## config.mk

```make
export PLATFORM = sky130hd
export DESIGN_NAME = rpf_xform
export DESIGN_NICKNAME = d
export VERILOG_FILES = /design/src/rotated_page_framebuffer_defines.svh /design/src/rpf_pkg.sv /design/src/rpf_xform.sv
export SDC_FILE = /design/constraint.sdc
export NUM_CORES = 1
export LEC_CHECK = 0
export ABC_AREA = 1
export BUFFER_PORTS_ARGS = -buffer_cell sky130_fd_sc_hd__buf_2
export CORE_ASPECT_RATIO = 2
export CORE_MARGIN = 8
export CORE_UTILIZATION = 30
export DETAILED_ROUTE_END_ITERATION = 7
export SLEW_MARGIN = 20
export SYNTH_ARGS = -nofsm -noshare
export SYNTH_HDL_FRONTEND = slang
export SYNTH_SLANG_ARGS = --single-unit
```

## constraint.sdc

```tcl
create_clock -name vclk -period 2.4
set_input_delay 0.48 -clock vclk [all_inputs]
set_output_delay 0.48 -clock vclk [all_outputs]
set_load 0.005 [all_outputs]
```

## src/rotated_page_framebuffer_defines.svh

```systemverilog
// ----------------------------------------------------------------------------
// rotated_page_framebuffer_defines
// Assertion macros shared by the framebuffer RTL. Define ASSERT_OFF to drop
// every check.
// ----------------------------------------------------------------------------
`ifndef ROTATED_PAGE_FRAMEBUFFER_DEFINES_SVH
`define ROTATED_PAGE_FRAMEBUFFER_DEFINES_SVH

`ifndef ASSERT_OFF

// same-cycle implication, sampled on clk, quiet while rst is high
`define RPF_ASSERT_IMPL(label, cond, expr) \
  label: assert property (@(posedge clk) disable iff (rst) (cond) |-> (expr)) \
    else $error("rpf: same-cycle check failed");

// next-cycle implication, sampled on clk, quiet while rst is high
`define RPF_ASSERT_NEXT(label, cond, expr) \
  label: assert property (@(posedge clk) disable iff (rst) (cond) |=> (expr)) \
    else $error("rpf: next-cycle check failed");

`else

`define RPF_ASSERT_IMPL(label, cond, expr)
`define RPF_ASSERT_NEXT(label, cond, expr)

`endif

`endif

```

## src/rpf_pkg.sv

```systemverilog
// ----------------------------------------------------------------------------
// rpf_pkg
// Shared constants, codes and types of the rotated page framebuffer.
// ----------------------------------------------------------------------------
package rpf_pkg;

  // default panel geometry
  localparam int PANEL_WIDTH_DEF  = 128;
  localparam int PANEL_HEIGHT_DEF = 128;

  // window coordinate width
  localparam int WIN_W = 12;
  typedef logic signed [WIN_W-1:0] coord_t;

  // empty window marks
  localparam coord_t EMPTY_LOW  = 12'sd1024;
  localparam coord_t EMPTY_HIGH = -12'sd1;

  // operation codes
  localparam logic [1:0] OP_DRAW  = 2'd0;
  localparam logic [1:0] OP_READ  = 2'd1;
  localparam logic [1:0] OP_CLEAR = 2'd2;
  localparam logic [1:0] OP_FLUSH = 2'd3;

  // color codes
  localparam logic [1:0] COLOR_BLACK  = 2'd0;
  localparam logic [1:0] COLOR_WHITE  = 2'd1;
  localparam logic [1:0] COLOR_INVERT = 2'd2;
  localparam logic [1:0] COLOR_NONE   = 2'd3;

  // rotation codes, quarter turns
  localparam logic [1:0] ROT_0   = 2'd0;
  localparam logic [1:0] ROT_90  = 2'd1;
  localparam logic [1:0] ROT_180 = 2'd2;
  localparam logic [1:0] ROT_270 = 2'd3;

  // physical location of one draw
  typedef struct packed {
    logic       hit;      // inside the rotated panel
    coord_t     px;       // physical column
    coord_t     py;       // physical row
    logic [2:0] bit_sel;  // bit within the page byte
  } loc_t;

endpackage

```

## src/rpf_xform.sv

```systemverilog
// ----------------------------------------------------------------------------
// rpf_xform
// Bounds check, quarter-turn rotation and page byte address of one pixel.
// ----------------------------------------------------------------------------
module rpf_xform #(
  parameter int PANEL_WIDTH  = rpf_pkg::PANEL_WIDTH_DEF,
  parameter int PANEL_HEIGHT = rpf_pkg::PANEL_HEIGHT_DEF,
  parameter int AW           = 11
) (
  input  logic signed [10:0] pos_x,
  input  logic signed [10:0] pos_y,
  input  logic [1:0]         rotation,
  output rpf_pkg::loc_t      loc,
  output logic [AW-1:0]      idx
);

  localparam rpf_pkg::coord_t W_C = rpf_pkg::WIN_W'(PANEL_WIDTH);
  localparam rpf_pkg::coord_t H_C = rpf_pkg::WIN_W'(PANEL_HEIGHT);

  rpf_pkg::coord_t x12, y12, lw, lh, px, py;
  logic [8:0]      page;

  always_comb begin
    x12 = {pos_x[10], pos_x};
    y12 = {pos_y[10], pos_y};

    // odd turns swap logical width and height
    lw = rotation[0] ? H_C : W_C;
    lh = rotation[0] ? W_C : H_C;

    // quarter-turn mapping to physical column and row
    unique case (rotation)
      rpf_pkg::ROT_90: begin
        px = W_C - 12'sd1 - y12;
        py = x12;
      end
      rpf_pkg::ROT_180: begin
        px = W_C - 12'sd1 - x12;
        py = H_C - 12'sd1 - y12;
      end
      rpf_pkg::ROT_270: begin
        px = y12;
        py = H_C - 12'sd1 - x12;
      end
      default: begin
        px = x12;
        py = y12;
      end
    endcase

    page = py[11:3];

    loc.hit     = !x12[11] && (x12 < lw) && !y12[11] && (y12 < lh);
    loc.px      = px;
    loc.py      = py;
    loc.bit_sel = py[2:0];

    // column plus page times panel width
    idx = AW'(px) + AW'(page) * AW'(PANEL_WIDTH);
  end

endmodule

```

---- Yosys cells after proc, flatten, opt, wreduce, memory -nomap -nowiden ----
Cells that the tools add are included.
storage, ports and cells
  logic and storage cells ................. 15
  input port bits ......................... 24
  bits in registers ....................... 0
cells by class
  order comparisons ....................... 2
  mux-type cells .......................... 2
  add/sub/neg operators ................... 3
  reduce and logical (&&, ||, !) cells .... 5
  equality and inequality tests ........... 3
operator list
  operator               count
  $pmux 12 s3            2
  $sub 8x11->12 const A  2
  $lt 11x9->1 const B    2
  $add 11x11->11         1
  $eq 2x2->1 const B     2
  $logic_and 1x1->1      3
  $eq 2x1->1 const B     1
  $logic_not 1->1        2

---- Logic depth before layout (Yosys ltp) ----
  word-level depth ........................ 4
  gate-level depth with buffers ........... 15
  depth with buffers taken out ............ 14

---- Least setup slack after synthesis ----
Ideal clock, no wire load.
  kind .................................... input to output
  from .................................... in pos_y[7]
  to ...................................... out idx[10]
  stages on the path ...................... 14
  data required time ...................... 1.920 ns
  path slack .............................. -0.040 ns
  path buffers ............................ 0
  arrival ................................. 1.960 ns
  cells stage by stage .................... inv_1 > ha_1 > or2_2 > nand3_1 > a22oi_1 > ha_1 > nand3_1 > nand3_1 > inv_1 > nand2_1 > nand2_1 > inv_1 > nand2_1 > nand2_1
RTL lines
  what         line             text
  from (decl)  rpf_xform.sv:11  input logic signed [10:0] pos_y,
  to (decl)    rpf_xform.sv:14  output logic [AW-1:0] idx

---- Worst setup path in the final report ----
  from .................................... in pos_y[7]
  to ...................................... out idx[10]
on the way
  cells in the longest elaborated chain, start to end .. 3
RTL lines
  what              line             text
  $sub 8x11->12     rpf_xform.sv:34  px = W_C - 12'sd1 - y12;
  $pmux 12 s3 *     rpf_xform.sv:32  unique case (rotation)
  $add 11x11->11 *  rpf_xform.sv:59  idx = AW'(px) + AW'(page) * AW'(PANEL_WIDTH);
Every way passes the cells marked *; elsewhere a longest branch is shown, timed or not.

==> impl_metrics.env <==
export IMPL_slew_limit_headroom=0.869
export IMPL_ys_seq_area_frac=0
export IMPL_final_min_clock_period_ns=2.54
export IMPL_seqCellArea_um2=0
export IMPL_vias=1334
export IMPL_drt_iter0_markers=9
export IMPL_grt_pass1_vias=1392
export IMPL_port_buffers=63
export IMPL_syn_area_per_cell_um2=5.90
export IMPL_hold_violations=0
export IMPL_dp_cells=274
export IMPL_drtAntennaViolNets=0
export IMPL_synthDistinctLibCells=24
export IMPL_clkPwrFrac=0
export IMPL_path_cells="buf_6, inv_6, ha_4, or2_4, nand3_2, a22oi_2, ha_1, nand2_1, nand3_2, inv_2, nand2_1, nand2_1, inv_1, nand2_1, nand2_1, buf_2"
export IMPL_drc_errors=0
export IMPL_slowest_delay_ns=0.34
export IMPL_track_usage=0.119
export IMPL_status="complete, but fails checks"
export IMPL_min_path_type="in -> out"
export IMPL_hold_depth=4
export IMPL_netlist_instances=164
export IMPL_leakage_uw=0.000952
export IMPL_synth_compound_area_frac=0.151
export IMPL_utilization=0.545
export IMPL_synthSimpleGateAreaFrac=0.370
export IMPL_power_density_nw_per_um2=247
export IMPL_synth_xor_area_frac=0.136
export IMPL_fp_dieH_um=96.3
export IMPL_die_w_um=56.2
export IMPL_violations="negative setup slack"
export IMPL_layout_setup_ws_ns=-0.144
export IMPL_intPower_uw=216
export IMPL_criticalPathCategory="in -> out"
export IMPL_cap_violations=0
export IMPL_worstPathArrival_ns=2.06
export IMPL_dr_wl_met2_um=2030
export IMPL_die_area_um2=5410
export IMPL_p_switching_uw=204
export IMPL_crit_path_max_fanout=4
export IMPL_grt_setup_unrepaired="yes"
export IMPL_timing_fmax_ghz=0.393
export IMPL_grt_pass1_wl_um=5620
export IMPL_setup_viol=1
export IMPL_instances_no_fill=280
export IMPL_required_ns=1.92
export IMPL_grt_antenna_before_repair=0
export IMPL_synthAdderAreaFrac=0.111
export IMPL_vias_per_cell=4.76
export IMPL_wl_met3_um=184
export IMPL_critPathCaptureType="output port"
export IMPL_ir_worst_vdd_mv=0.129
export IMPL_place_congestion=0.881
export IMPL_dp_hpwl_um=3070
export IMPL_clkbuf_count=0
export IMPL_cts_hold_repair_buffers=0
export IMPL_drive_above_1_share=0.562
export IMPL_io_pins=63
export IMPL_wl_per_cell_um=12.6
export IMPL_maxSlewViolCount=0
export IMPL_wirelength_um=3530
export IMPL_synth_mux_area_frac=0
export IMPL_final_period_utilization=1.06
export IMPL_synth_top_family_by_area="simple AND/OR/NAND/NOR gates"
export IMPL_num_rows=29
export IMPL_syn_cell_area_um2=967
export IMPL_design_seq_count=0
export IMPL_worst_pin_slew_ns=0.196
export IMPL_p_comb_frac=1.000
export IMPL_grt_overflow_total=0
export IMPL_num_fill_cells=319
export IMPL_switching_share=0.486
export IMPL_start_util=0.310
export IMPL_synth_nets=196
export IMPL_startpoint_type="input pin"
export IMPL_cp_slowest_cell="ha_1"
export IMPL_hold_path_startpoint="pos_x[7]"
export IMPL_nets=283
export IMPL_wl_met1_um=1170
export IMPL_core_um2=3120
export IMPL_grt_max_degree=11
export IMPL_syn_to_final_growth_pct=75.8
export IMPL_highest_layer="met4"
export IMPL_seq_power_share=0
export IMPL_yosys_warnings=0
export IMPL_first_pass_iters=3
export IMPL_insertedDiodeCount=0
export IMPL_cp_startpoint="pos_y[7]"
export IMPL_crit_top_cell="nand2_1"
power groups by stage:
stage / sequential (µW) / clock (µW) / combinational [µW]
6_report: 0 / 0 / 420
2_1_floorplan: 0 / 0 / 216
3_3_place_gp: 0 / 0 / 375
5_1_grt: 0 / 0 / 468
4_1_cts: 0 / 0 / 410
3_5_place_dp: 0 / 0 / 376
worst paths after layout:
kind / to / slack [ns]
setup / recovery: idx[10] / -0.14
hold / removal: loc[10] / 1.24
what timing repair did:
item                                    CTS  global route
endpoints found under the setup margin    3             3
buffers inserted                          3             5
hold endpoints to repair                  0             0
pin swaps                                16            16
resized for setup                        36            14
layout make-up:
cell class	instances	area, µm²	area share
multi-input cells	124	880	0.517
well taps	31	38.8	0.0228
inverters	25	111	0.0655
repair buffers	100	671	0.394
per-stage QoR:
step / setup WS [ns] / instance area [µm²] / setup TNS (ns) / hold WS (ns) / total power, µW
after floorplan: 0.0206 / 995 / 0 / 0.994 / 216
after global placement: -0.311 / 1460 / -0.703 / 1.25 / 375
after detailed placement: -0.328 / 1460 / -0.749 / 1.25 / 376
after CTS: -0.184 / 1620 / -0.227 / 1.24 / 410
after global routing: -0.251 / 1700 / -0.336 / 1.27 / 468
final: -0.144 / 1700 / -0.144 / 1.24 / 420
layer usage:
layer	track usage	up-vias
li1	-	682
met1	0.103	593
met2	0.255	47
met3	0.0238	12
met4	0.0403	0
met5	0	-
kinds of logic (layout without fill, tap and decap cells):
logic type               after synthesis  after routing
adder cells (fa/ha/maj)                8              8
AO/OA/AOI/OAI                         19             19
XOR/XNOR                              15             15
AND/OR/NAND/NOR                       82             82
buffers and inverters                 40            125
cell usage in the layout, fill, tap and decap left out, types with 2 or more instances in the layout:
cell,n
buf_12,2
buf_2,57
buf_4,32
buf_6,6
buf_8,2
ha_1,2
ha_4,4
inv_1,17
inv_2,3
inv_4,3
inv_6,2
nand2_1,52
nand2_2,5
nand3_1,11
nand3_2,3
nor2_1,5
nor2_4,2
o2111ai_1,5
o21ai_1,2
o21ai_2,9
xor2_1,12
xor2_2,2
Yosys cell counts (2+ instances only):
master / count / area [µm²]
nand2_1: 56 / 210
inv_1: 23 / 86.3
nand3_1: 14 / 70.1
xor2_1: 14 / 123
buf_4: 11 / 82.6
ha_1: 7 / 87.6
o21ai_2: 7 / 61.3
nor2_1: 5 / 18.8
o2111ai_1: 5 / 43.8
o21ai_0: 5 / 25.0
buf_6: 2 / 22.5
inv_2: 2 / 7.51
nor2_4: 2 / 22.5
critical path, delay by kind of cell:
| family | cells | cell delay, ns |
|---|---|---|
| simple gates | 8 | 0.69 |
| buf+inv | 5 | 0.34 |
| fa+ha+maj | 2 | 0.49 |
| compound gates | 1 | 0.06 |
No activity file was read; power rests on OpenSTA's default activity.
